**src/design/blms_pkg.sv**
```systemverilog
// ----------------------------------------------------------------------------
// blms_pkg
// shared types, tables and constants of the block-linear mip level size block
// ----------------------------------------------------------------------------
package blms_pkg;

  // fixed point of the tile-size reciprocal
  localparam int RecipK = 20;
  localparam int GobXLog2 = 6;
  localparam int GobYLog2 = 3;

  // level extent in format tiles, with the descriptor fields still needed
  typedef struct packed {
    logic [21:0] bx;
    logic [17:0] by;
    logic [11:0] bz;
    logic [2:0]  bws;
    logic [2:0]  bhs;
    logic [2:0]  bds;
    logic [2:0]  bpb;
    logic [2:0]  tws;
  } extent_t;

  // tile counts per axis and total shift
  typedef struct packed {
    logic [16:0] tx;
    logic [14:0] ty;
    logic [11:0] tz;
    logic [4:0]  shift;
  } tiles_t;

  // floor(2^RecipK / t) for tile sizes 1..15
  function automatic logic [20:0] recip(input logic [3:0] t);
    case (t)
      4'd2:    recip = 21'd524288;
      4'd3:    recip = 21'd349525;
      4'd4:    recip = 21'd262144;
      4'd5:    recip = 21'd209715;
      4'd6:    recip = 21'd174762;
      4'd7:    recip = 21'd149796;
      4'd8:    recip = 21'd131072;
      4'd9:    recip = 21'd116508;
      4'd10:   recip = 21'd104857;
      4'd11:   recip = 21'd95325;
      4'd12:   recip = 21'd87381;
      4'd13:   recip = 21'd80659;
      4'd14:   recip = 21'd74898;
      4'd15:   recip = 21'd69905;
      default: recip = 21'd1048576;
    endcase
  endfunction

endpackage

```
**src/design/blms_front.sv**
```systemverilog
// ----------------------------------------------------------------------------
// blms_front
// three stages: sample scaling and mip floor, reciprocal multiply, correction
// ----------------------------------------------------------------------------
module blms_front (
  input  logic                 clk,
  input  logic                 rst_n,
  input  logic                 en,
  input  logic                 in_vld,
  input  logic [14:0]          width,
  input  logic [14:0]          height,
  input  logic [11:0]          depth,
  input  logic [2:0]           block_width_shift,
  input  logic [2:0]           block_height_shift,
  input  logic [2:0]           block_depth_shift,
  input  logic [2:0]           bytes_per_block_log2,
  input  logic [3:0]           tile_width,
  input  logic [3:0]           tile_height,
  input  logic [2:0]           tile_width_spacing,
  input  logic [2:0]           sample_code,
  input  logic [3:0]           level,
  output logic                 ext_vld,
  output blms_pkg::extent_t    ext
);

  // stage a: operand fix-up, sample layout, mip floor
  logic [1:0]  ssx, ssy;
  logic [3:0]  tw, th;
  logic [2:0]  bpb;
  logic [16:0] ws, hs, fw, fh;
  logic [11:0] fd;

  always_comb begin
    case (sample_code)
      3'd1:    begin ssx = 2'd1; ssy = 2'd0; end
      3'd2:    begin ssx = 2'd1; ssy = 2'd1; end
      3'd3:    begin ssx = 2'd2; ssy = 2'd1; end
      3'd4:    begin ssx = 2'd2; ssy = 2'd2; end
      default: begin ssx = 2'd0; ssy = 2'd0; end
    endcase
    tw  = (tile_width == 4'd0) ? 4'd1 : tile_width;
    th  = (tile_height == 4'd0) ? 4'd1 : tile_height;
    bpb = (bytes_per_block_log2 > 3'd4) ? 3'd4 : bytes_per_block_log2;
    ws  = {2'b0, width} << ssx;
    hs  = {2'b0, height} << ssy;
    fw  = ws >> level;
    fh  = hs >> level;
    fd  = depth >> level;
    if (fw == 17'd0) fw = 17'd1;
    if (fh == 17'd0) fh = 17'd1;
    if (fd == 12'd0) fd = 12'd1;
  end

  logic        a_vld_r;
  logic [17:0] a_nw_r, a_nh_r;
  logic [3:0]  a_tw_r, a_th_r;
  logic [11:0] a_bz_r;
  logic [2:0]  a_bws_r, a_bhs_r, a_bds_r, a_bpb_r, a_tws_r;

  always_ff @(posedge clk) begin
    if (!rst_n) begin
      a_vld_r <= 1'b0;
    end else if (en) begin
      a_vld_r <= in_vld;
    end
  end

  always_ff @(posedge clk) begin
    if (en) begin
      a_nw_r  <= {1'b0, fw} + {14'd0, tw} - 18'd1;
      a_nh_r  <= {1'b0, fh} + {14'd0, th} - 18'd1;
      a_tw_r  <= tw;
      a_th_r  <= th;
      a_bz_r  <= fd;
      a_bws_r <= block_width_shift;
      a_bhs_r <= block_height_shift;
      a_bds_r <= block_depth_shift;
      a_bpb_r <= bpb;
      a_tws_r <= tile_width_spacing;
    end
  end

  // stage b: quotient estimate by reciprocal, low by at most one
  logic [38:0] pw, ph;
  assign pw = {21'd0, a_nw_r} * {18'd0, blms_pkg::recip(a_tw_r)};
  assign ph = {21'd0, a_nh_r} * {18'd0, blms_pkg::recip(a_th_r)};

  logic        b_vld_r;
  logic [17:0] b_qw_r, b_qh_r, b_nw_r, b_nh_r;
  logic [3:0]  b_tw_r, b_th_r;
  logic [11:0] b_bz_r;
  logic [2:0]  b_bws_r, b_bhs_r, b_bds_r, b_bpb_r, b_tws_r;

  always_ff @(posedge clk) begin
    if (!rst_n) begin
      b_vld_r <= 1'b0;
    end else if (en) begin
      b_vld_r <= a_vld_r;
    end
  end

  always_ff @(posedge clk) begin
    if (en) begin
      b_qw_r  <= pw[blms_pkg::RecipK +: 18];
      b_qh_r  <= ph[blms_pkg::RecipK +: 18];
      b_nw_r  <= a_nw_r;
      b_nh_r  <= a_nh_r;
      b_tw_r  <= a_tw_r;
      b_th_r  <= a_th_r;
      b_bz_r  <= a_bz_r;
      b_bws_r <= a_bws_r;
      b_bhs_r <= a_bhs_r;
      b_bds_r <= a_bds_r;
      b_bpb_r <= a_bpb_r;
      b_tws_r <= a_tws_r;
    end
  end

  // stage c: remainder check and byte scaling
  logic [21:0] rw, rh;
  logic [17:0] qw, qh;
  always_comb begin
    rw = {4'd0, b_nw_r} - ({4'd0, b_qw_r} * {18'd0, b_tw_r});
    rh = {4'd0, b_nh_r} - ({4'd0, b_qh_r} * {18'd0, b_th_r});
    qw = (rw >= {18'd0, b_tw_r}) ? b_qw_r + 18'd1 : b_qw_r;
    qh = (rh >= {18'd0, b_th_r}) ? b_qh_r + 18'd1 : b_qh_r;
  end

  always_ff @(posedge clk) begin
    if (!rst_n) begin
      ext_vld <= 1'b0;
    end else if (en) begin
      ext_vld <= b_vld_r;
    end
  end

  always_ff @(posedge clk) begin
    if (en) begin
      ext.bx  <= {4'd0, qw} << b_bpb_r;
      ext.by  <= qh;
      ext.bz  <= b_bz_r;
      ext.bws <= b_bws_r;
      ext.bhs <= b_bhs_r;
      ext.bds <= b_bds_r;
      ext.bpb <= b_bpb_r;
      ext.tws <= b_tws_r;
    end
  end

endmodule

```
**src/design/blms_tiles.sv**
```systemverilog
// ----------------------------------------------------------------------------
// blms_tiles
// one stage: block shift shrink, gob counts, width alignment, tile counts
// ----------------------------------------------------------------------------
module blms_tiles (
  input  logic                 clk,
  input  logic                 rst_n,
  input  logic                 en,
  input  logic                 ext_vld,
  input  blms_pkg::extent_t    ext,
  output logic                 til_vld,
  output blms_pkg::tiles_t     til
);

  // largest s up to shift with s zero or (unit << (s-1)) < dim
  function automatic logic [2:0] shrink(input logic [2:0] shift,
                                        input logic [22:0] unit,
                                        input logic [22:0] dim);
    logic [2:0] r;
    r = 3'd0;
    for (int s = 1; s < 8; s++) begin
      if (3'(s) <= shift && (unit << (s - 1)) < dim) r = 3'(s);
    end
    return r;
  endfunction

  logic [2:0]  sx, sy, sz, al;
  logic [3:0]  ex;
  logic [16:0] gx, gy, gxa;
  logic        sml;
  logic [17:0] tx, ty;
  logic [12:0] tz;

  always_comb begin
    sx  = shrink(ext.bws, 23'd64, {1'b0, ext.bx});
    sy  = shrink(ext.bhs, 23'd8, {5'd0, ext.by});
    sz  = shrink(ext.bds, 23'd1, {11'd0, ext.bz});
    gx  = 17'(({1'b0, ext.bx} + 23'd63) >> blms_pkg::GobXLog2);
    gy  = 17'(({1'b0, ext.by} + 19'd7) >> blms_pkg::GobYLog2);
    ex  = 4'd6 - {1'b0, ext.bpb} + {1'b0, ext.tws};
    sml = (ext.bx <= (22'd1 << ex)) ||
          (ext.by <= (18'd1 << (4'd3 + {1'b0, ext.bhs}))) ||
          (ext.bz < (12'd1 << ext.bds));
    al  = sml ? 3'd0 : ext.tws;
    gxa = 17'(((({1'b0, gx} + ((18'd1 << al) - 18'd1)) >> al)) << al);
    tx  = ({1'b0, gxa} + ((18'd1 << sx) - 18'd1)) >> sx;
    ty  = ({1'b0, gy} + ((18'd1 << sy) - 18'd1)) >> sy;
    tz  = ({1'b0, ext.bz} + ((13'd1 << sz) - 13'd1)) >> sz;
  end

  always_ff @(posedge clk) begin
    if (!rst_n) begin
      til_vld <= 1'b0;
    end else if (en) begin
      til_vld <= ext_vld;
    end
  end

  always_ff @(posedge clk) begin
    if (en) begin
      til.tx    <= tx[16:0];
      til.ty    <= ty[14:0];
      til.tz    <= tz[11:0];
      til.shift <= 5'(blms_pkg::GobXLog2 + blms_pkg::GobYLog2)
                   + {2'd0, sx} + {2'd0, sy} + {2'd0, sz};
    end
  end

endmodule

```
**src/design/blms_mul.sv**
```systemverilog
// ----------------------------------------------------------------------------
// blms_mul
// three stages: x by y product, times z, final byte shift
// ----------------------------------------------------------------------------
module blms_mul (
  input  logic                 clk,
  input  logic                 rst_n,
  input  logic                 en,
  input  logic                 til_vld,
  input  blms_pkg::tiles_t     til,
  output logic                 res_vld,
  output logic [31:0]          res
);

  logic        e_vld_r, f_vld_r;
  logic [31:0] e_p_r, f_p_r;
  logic [11:0] e_tz_r;
  logic [4:0]  e_sh_r, f_sh_r;
  logic [43:0] pz;

  assign pz = {12'd0, e_p_r} * {32'd0, e_tz_r};

  // valid chain
  always_ff @(posedge clk) begin
    if (!rst_n) begin
      e_vld_r <= 1'b0;
      f_vld_r <= 1'b0;
      res_vld <= 1'b0;
    end else if (en) begin
      e_vld_r <= til_vld;
      f_vld_r <= e_vld_r;
      res_vld <= f_vld_r;
    end
  end

  // products, kept modulo 2^32
  always_ff @(posedge clk) begin
    if (en) begin
      e_p_r  <= {15'd0, til.tx} * {17'd0, til.ty};
      e_tz_r <= til.tz;
      e_sh_r <= til.shift;
      f_p_r  <= pz[31:0];
      f_sh_r <= e_sh_r;
      res    <= f_p_r << f_sh_r;
    end
  end

endmodule

```
**src/design/block_linear_mip_level_size.sv**
```systemverilog
// ----------------------------------------------------------------------------
// block_linear_mip_level_size
// byte size of one mip level of a gob-tiled surface
// ----------------------------------------------------------------------------
// Seven-stage pipeline: a descriptor word is taken every cycle while the
// output is not stalled; the tile division by reciprocal multiply and the
// two 32-bit product stages set the depth. A stall on the output freezes
// the whole pipeline, and in_ready follows out_ready then.
module block_linear_mip_level_size (
  input  logic        clk,
  input  logic        rst_n,
  input  logic        in_valid,
  output logic        in_ready,
  input  logic [14:0] in_width,
  input  logic [14:0] in_height,
  input  logic [11:0] in_depth,
  input  logic [2:0]  in_block_width_shift,
  input  logic [2:0]  in_block_height_shift,
  input  logic [2:0]  in_block_depth_shift,
  input  logic [2:0]  in_bytes_per_block_log2,
  input  logic [3:0]  in_tile_width,
  input  logic [3:0]  in_tile_height,
  input  logic [2:0]  in_tile_width_spacing,
  input  logic [2:0]  in_sample_code,
  input  logic [3:0]  in_level,
  output logic        out_valid,
  input  logic        out_ready,
  output logic [31:0] out_level_size
);

  logic              en;
  logic              ext_vld, til_vld;
  blms_pkg::extent_t ext;
  blms_pkg::tiles_t  til;

  // pipeline advances unless a finished word is held
  assign en       = !out_valid || out_ready;
  assign in_ready = en;

  blms_front u_front (
    .clk                  (clk),
    .rst_n                (rst_n),
    .en                   (en),
    .in_vld               (in_valid),
    .width                (in_width),
    .height               (in_height),
    .depth                (in_depth),
    .block_width_shift    (in_block_width_shift),
    .block_height_shift   (in_block_height_shift),
    .block_depth_shift    (in_block_depth_shift),
    .bytes_per_block_log2 (in_bytes_per_block_log2),
    .tile_width           (in_tile_width),
    .tile_height          (in_tile_height),
    .tile_width_spacing   (in_tile_width_spacing),
    .sample_code          (in_sample_code),
    .level                (in_level),
    .ext_vld              (ext_vld),
    .ext                  (ext)
  );

  blms_tiles u_tiles (
    .clk     (clk),
    .rst_n   (rst_n),
    .en      (en),
    .ext_vld (ext_vld),
    .ext     (ext),
    .til_vld (til_vld),
    .til     (til)
  );

  blms_mul u_mul (
    .clk     (clk),
    .rst_n   (rst_n),
    .en      (en),
    .til_vld (til_vld),
    .til     (til),
    .res_vld (out_valid),
    .res     (out_level_size)
  );

  // a size always carries at least the 512-byte gob shift
  a_gob_aligned: assert property (@(posedge clk) disable iff (!rst_n)
    out_valid |-> (out_level_size[8:0] == 9'd0))
    else $error("level size not gob aligned");

  // reset empties the output stage
  a_reset_empty: assert property (@(posedge clk)
    !rst_n |=> !out_valid)
    else $error("output valid after reset");

  // a held word freezes the tile stage
  a_stall_holds: assert property (@(posedge clk) disable iff (!rst_n)
    (out_valid && !out_ready) |=> $stable(til_vld) && $stable(til))
    else $error("pipeline moved during stall");

endmodule
```
**config.mk**
```make
export PLATFORM = sky130hd
export DESIGN_NAME = block_linear_mip_level_size
export DESIGN_NICKNAME = d
export VERILOG_FILES = /design/src/design/blms_pkg.sv /design/src/design/blms_front.sv /design/src/design/blms_tiles.sv /design/src/design/blms_mul.sv /design/src/design/block_linear_mip_level_size.sv
export SDC_FILE = /design/constraint.sdc
export NUM_CORES = 2
export LEC_CHECK = 0
export ABC_AREA = 1
export BUFFER_PORTS_ARGS = -buffer_cell sky130_fd_sc_hd__buf_4
export CAP_MARGIN = 10
export CORE_MARGIN = 5
export CORE_UTILIZATION = 46
export DETAILED_ROUTE_END_ITERATION = 8
export RECOVER_POWER = 100
export SETUP_SLACK_MARGIN = 0.02
export SYNTH_ARGS = -nofsm -noshare
export SYNTH_HDL_FRONTEND = slang
export SYNTH_SLANG_ARGS = --single-unit
export TNS_END_PERCENT = 5
```
**constraint.sdc**
```tcl
create_clock -name clk -period 36.3 [get_ports clk]
set_input_delay 3.63 -clock clk [delete_from_list [all_inputs] [get_ports clk]]
set_output_delay 3.63 -clock clk [all_outputs]
set_load 0.05 [all_outputs]
```
-- Yosys cells after proc, flatten, opt, wreduce, memory -nomap -nowiden
Memory sizes are Yosys's and may differ from the RTL's. A register that Yosys moved wholly into a read port is not among the register bits.
Cells that the tools add are included.
- add/subtract/negate cells: 24
- order comparisons: 48
- shifts and indexed selects: 19
- $mul: 6
- muxes and demuxes: 32
- reductions and logical operators: 33
- equality and inequality tests: 4
- operators by type and width (operator ; number):
    18-bit by 1-bit subtractor with 18-bit output (second input constant) ; 5
    18-bit by 21-bit multiplier with 38-bit output ; 2
    1-bit by 3-bit left shift with 18-bit output (first input constant) ; 3
    3-bit 2-to-1 mux ; 15
    22-bit by 4-bit greater-or-equal comparator with 1-bit output ; 2
    18-bit by 4-bit multiplier with 22-bit output ; 2
    18-bit by 22-bit subtractor with 22-bit output ; 2
    17-bit by 18-bit adder with 18-bit output ; 2
    17-bit by 4-bit adder with 18-bit output ; 2
    18-bit by 1-bit adder with 18-bit output (second input constant) ; 2
    3-bit <= comparator (first input constant) ; 12
    18-bit 2-to-1 mux ; 2
    17-bit zero test ; 2
    17-bit 2-to-1 mux ; 2
    15-bit by 2-bit left shift with 17-bit output ; 2
    17-bit by 4-bit right shift with 17-bit output ; 2
    17-bit by 15-bit multiplier with 32-bit output ; 1
    32-bit by 12-bit multiplier with 32-bit output ; 1
    32-bit by 5-bit left shift with 32-bit output ; 1
    22-bit by 6-bit adder with 23-bit output (second input constant) ; 1
    22-bit <= comparator ; 1
    10-bit by 22-bit < comparator with 1-bit output (first input constant) ; 1
    11-bit by 22-bit < comparator with 1-bit output (first input constant) ; 1
    12-bit by 22-bit < comparator with 1-bit output (first input constant) ; 1
    other kinds (56) ; 99
- memories: 2
- register bits after elaboration: 419
- word-level logic and storage cells: 215
- memory bits (read-only): 672
- output and inout bits: 34
- input port bits: 76
- memories (name ; depth ; width ; rd ports ; clocked after Yosys merged registers in ; wr ports ; line ; text):
    (no name shown) ; 16 ; 21 ; 1 ; 1 ; 0 ; blms_pkg.sv:34 ; case (t)
    (no name shown) ; 16 ; 21 ; 1 ; 1 ; 0 ; blms_pkg.sv:34 ;

-- Longest topological paths before layout
- word-level depth: 14
- mapped depth: 63
- mapped depth without buffers: 61

-- Modules after synthesis
Synthesis repeated with hierarchy kept, for this count alone.
- cell total of the unflattened synthesis: 10280
- area, all modules: 78696.7 µm²
- modules (own cells, without submodules) (module ; cells each ; area an instance (µm²) ; seq. area each (µm²) ; instances):
    blms_front ; 5622 ; 44804.2 ; 8137.8 ; 1
    blms_mul ; 3064 ; 23855.4 ; 3603.5 ; 1
    blms_tiles ; 1592 ; 10029.6 ; 1491.4 ; 1
    block_linear_mip_level_size ; 2 ; 7.5 ; 0.0 ; 1

-- Worst setup path after synthesis
OpenSTA, ideal clock, no wires.
- path kind: in2out
- from: input port out_ready
- to: output port in_ready
- stages on the path: 4
- arrival: 15771 ps
- path buffers: 2
- data required time: 32670 ps
- setup slack: 16899 ps
- cells stage by stage: nor2_1 -> inv_1 -> clkbuf_1 -> buf_1
- word-level cells in the longest chain between the ends: 1
- RTL lines (element ; line ; text):
    from (decl) ; block_linear_mip_level_size.sv:27 ; input logic out_ready,
    1-bit logical OR ; block_linear_mip_level_size.sv:37 ; assign en = !out_valid || out_ready;
    to (decl) ; block_linear_mip_level_size.sv:13 ; output logic in_ready,
No other way between the ends.

==> impl.org <==
** Job
- # Max-Cap Violations :: 11

** GRT
- Overall Global Routing Usage :: 22.5%
- The via count of the first global-routing pass was 62100.
- The first global-routing pass estimated between 300000 and 400000 microns of wire.
- Entering global routing, the biggest net connects 144 pins.
- Overflow left after global routing :: 0
- The initial antenna violation count is 3.

** STA
- Final hold violations :: 0
- The worst pin sits at a relative slew slack of -405%.
- Between clock sinks in the finished design, the worst skew comes to 36.6 ps.
- Setup violations remaining at the end of the flow were counted as 0.
- Final Max Slew Viols :: 577
- For the pin with the worst max-slew slack, the measured transition is 7580 ps.
- RSZ-0062 raised after global routing :: no
- F_max :: 61.0 MHz
- The worst path in the final design needs a cycle of approximately 16000 ps, including I/O delays and setup.
- Sum of negative setup slack :: 0 ps
- Final worst-path cycle share :: 45.2%

** Worst setup path
- Required time of the critical path :: 36810 ps
- The worst setup path is launched from a primary input.
- Type of the worst setup path :: in -> reg
- STA classifies the critical path endpoint as a register.
- In this run the worst path has a maximum fanout of about 140.
- Launch point of the critical path :: out_ready
- In this run the critical register-to-register path is launched from u_mul.res_vld.
- Crit path arrival time :: about 17000 ps

** Outcome
- The run finished, with violations left.
- Failing checks :: capacitance limit, slew limit

** Routing
- Total number of vias :: slightly above 60000
- Pre-Repair DR Iteration Count :: 6
- Highest metal layer with signal wires :: met5
- Avg Vias per Cell :: 5.15
- After the first detailed-routing iteration, the DRC count stood at 3993.
- After detailed routing, the average wire length per cell comes to 16.5 microns.
- Detailed routing placed a total of 91500 microns of wire on met2.
- M1 wire length :: between 80000 and 90000 microns
- The detail route stage leaves a number of antenna-violating nets equal to 0.
- Met3 WL post-DR :: around 11000 microns
- In the routed design, unresolved DRC markers number 0.
- The routed design has a little under 200000 microns of wire.

** Clocking
- No sink is reached through more buffers than the 3 on the longest clock path.
- Hold Buf Count CTS :: 0
- Number of buffers inserted during clock tree synthesis :: 59
- Clock net sink count :: 455
- The cell sitting at the root of the clock tree is a sky130_fd_sc_hd__clkbuf_16.
- After clock tree synthesis, the clock-pin slew on the worst setup and hold paths is 70 ps.
- Quantity of gates resized following cts :: 0
- Worst skew pair latency :: 700 ps
- CTS tree :: done
- After clock tree synthesis, the setup repair step added 0 buffers.
- The H-tree was split into 2 levels.

** Floorplanning
- From bottom edge to top edge, the die measures 417 microns.
- Die extent in x :: 417 microns
- Area of the die :: between 150000 and 200000 sq um
- In this run the standard cell core region covers 165000 sq um.
- Core Rows :: 149
- Starting utilization of the core area :: 46.2%
- Top-level port count :: 110

** Logic synthesis
- Counting flops with a built-in enable in the synthesized netlist gives 412.
- Post-synthesis cell area :: 76000 sq um
- After synthesis, the cell types taking the most area are sky130_fd_sc_hd__fa_1 (30%), sky130_fd_sc_hd__edfxtp_1 (16%), sky130_fd_sc_hd__nand2_1 (13%).
- The Yosys step of the flow raised 0 warnings.
- Post-synthesis sequential element count :: 455
- After synthesis, the most frequently instantiated cells are sky130_fd_sc_hd__nand2_1 (2648), sky130_fd_sc_hd__inv_1 (2121), sky130_fd_sc_hd__fa_1 (1140), sky130_fd_sc_hd__ha_1 (623), sky130_fd_sc_hd__nand3_1 (489).
- Synthesis produced 9644 cells.
- In this run the biggest area consumer among cell types represents a little under a third of the synthesized area.
- Synthesized area divided by synthesized cell count :: 7.88 sq um
- Among all flip-flop cells after synthesis, the most frequent one is sky130_fd_sc_hd__edfxtp_1.
- Share of flip-flops with an asynchronous set or reset :: 0%
- Top cell type by total area after synthesis :: sky130_fd_sc_hd__fa_1
- Yosys mapped the design onto 69 distinct sky130hd cell types.
- Cell with the most instances after synthesis :: sky130_fd_sc_hd__nand2_1
- Register area share after synthesis :: 17.4%

** Finish
- After filler insertion, the fill cell instance count of the layout stands at 16100.
- The net count of the finished layout is 11300.
- Share of cells above drive strength 1 :: 2.83%
- Final antenna diode count :: 0
- Relative to the synthesized area, the layout overhead comes to 5.35%.

** Place
- HPWL after detailed placement :: 154000 microns
- Number of buffer cells added on primary ports :: around 110
- Final weighted congestion of routability-driven global placement :: 0.897

** Hold path
- The worst hold path begins at u_mul.e_sh_r[2].
- The min-delay analysis places its worst path in the category reg -> reg.
## state kept, by name (all words and copies together), names as in the netlist, 4 cells and up, named ones only
register,count
u_front.a_nw_r,18
u_mul.res,32
u_mul.f_sh_r,5
u_front.a_bz_r,12
u_mul.e_tz_r,12
u_front.a_nh_r,18
u_mul.f_p_r,32
u_tiles.til,49
u_front.a_th_r,4
u_front.ext,67
u_front.b_nh_r,18
u_front.a_tw_r,4
u_front.b_qw_r,18
u_front.b_th_r,4
u_front.b_tw_r,4
u_front.b_nw_r,18
u_mul.e_sh_r,5
u_mul.e_p_r,32
u_front.b_bz_r,12
u_front.b_qh_r,18
## layout by cell type, fill, tap and decap left out, types with 86 or more instances in the layout
cell	netlist	layout
sky130_fd_sc_hd__a21oi_1	296	297
sky130_fd_sc_hd__xnor2_1	99	99
sky130_fd_sc_hd__clkbuf_1	366	86
sky130_fd_sc_hd__nand3_1	489	492
sky130_fd_sc_hd__o21ai_0	353	363
sky130_fd_sc_hd__edfxtp_1	412	412
sky130_fd_sc_hd__fa_1	1140	1140
sky130_fd_sc_hd__ha_1	623	623
sky130_fd_sc_hd__nor2_1	343	345
sky130_fd_sc_hd__buf_4	5	93
sky130_fd_sc_hd__inv_1	2121	2122
sky130_fd_sc_hd__xor2_1	172	172
sky130_fd_sc_hd__nand2_1	2648	2651
## through the flow
stage | cell area [sq um] | hold WS [ps] | cells | worst slack [ps] | util (%)
2_1_floorplan | 76100 | 400 | 9646 | 16900 | -
6_report | 80100 | 416 | 11700 | 19910 | 48.7
3_3_place_gp | 78500 | 403 | 11600 | 25560 | 47.7
3_5_place_dp | 78500 | 405 | 11600 | 25480 | 47.7
4_1_cts | 80500 | 418 | 11700 | 25460 | 48.9
5_1_grt | 80100 | 423 | 11700 | 18210 | 48.7
## metal layers
layer  vias to the layer above  GRT usage (%)
met5                         -              0
met4                         4           4.67
met3                       258           2.98
met2                      1578           37.9
met1                     29500           31.2
li1                      29000              -
## cell families after synthesis
logic type / after synthesis / synth area share, %
AND/OR/NAND/NOR: 3701 / 19.9
other: 2 / 0.00988
multiplexers: 12 / 0.158
flip-flops: 455 / 17.4
XOR/XNOR: 271 / 3.12
AO/OA/AOI/OAI: 870 / 6.34
buffers and inverters: 2570 / 12.8
adder cells (fa/ha/maj): 1763 / 40.3
## path summary, 6_finish.rpt
| check | end | slack (ps) | cells past startpoint |
|---|---|---|---|
| worst max-delay path | register | 19910 | 13 |
| worst min-delay path | u_mul.f_sh_r[2] | 420 | 0 |
| worst max register to register | register | 22600 | 13 |
| worst min register to register | u_mul.f_sh_r[2] | 420 | 0 |
## area by class of cell
type	count	area, sq um	share of cell area, %
Sequential cell	455	13200	16.5
Inverter	2141	8040	10.0
Multi-Input combinational cell	6621	53000	66.2
Tap cell	2189	2740	3.42
Clock inverter	41	402	0.501
Clock buffer	71	1560	1.95
Timing Repair Buffer	188	1120	1.40
## critical path, cell delays in order
cell and delay (ps):
sky130_fd_sc_hd__clkbuf_4 100, sky130_fd_sc_hd__nor2_1 100, sky130_fd_sc_hd__clkinvlp_2 740, sky130_fd_sc_hd__clkbuf_1 2200, sky130_fd_sc_hd__clkbuf_1 1330, sky130_fd_sc_hd__clkbuf_1 5220
sky130_fd_sc_hd__o21ai_0 2200, sky130_fd_sc_hd__inv_1 560, sky130_fd_sc_hd__nor2_1 80, sky130_fd_sc_hd__inv_1 110, sky130_fd_sc_hd__nor2_1 80, sky130_fd_sc_hd__a21oi_1 210
sky130_fd_sc_hd__o211ai_1 110
Power is not shown: default switching activity piles up to over one toggle a cycle in this logic, so the estimate is an artifact.
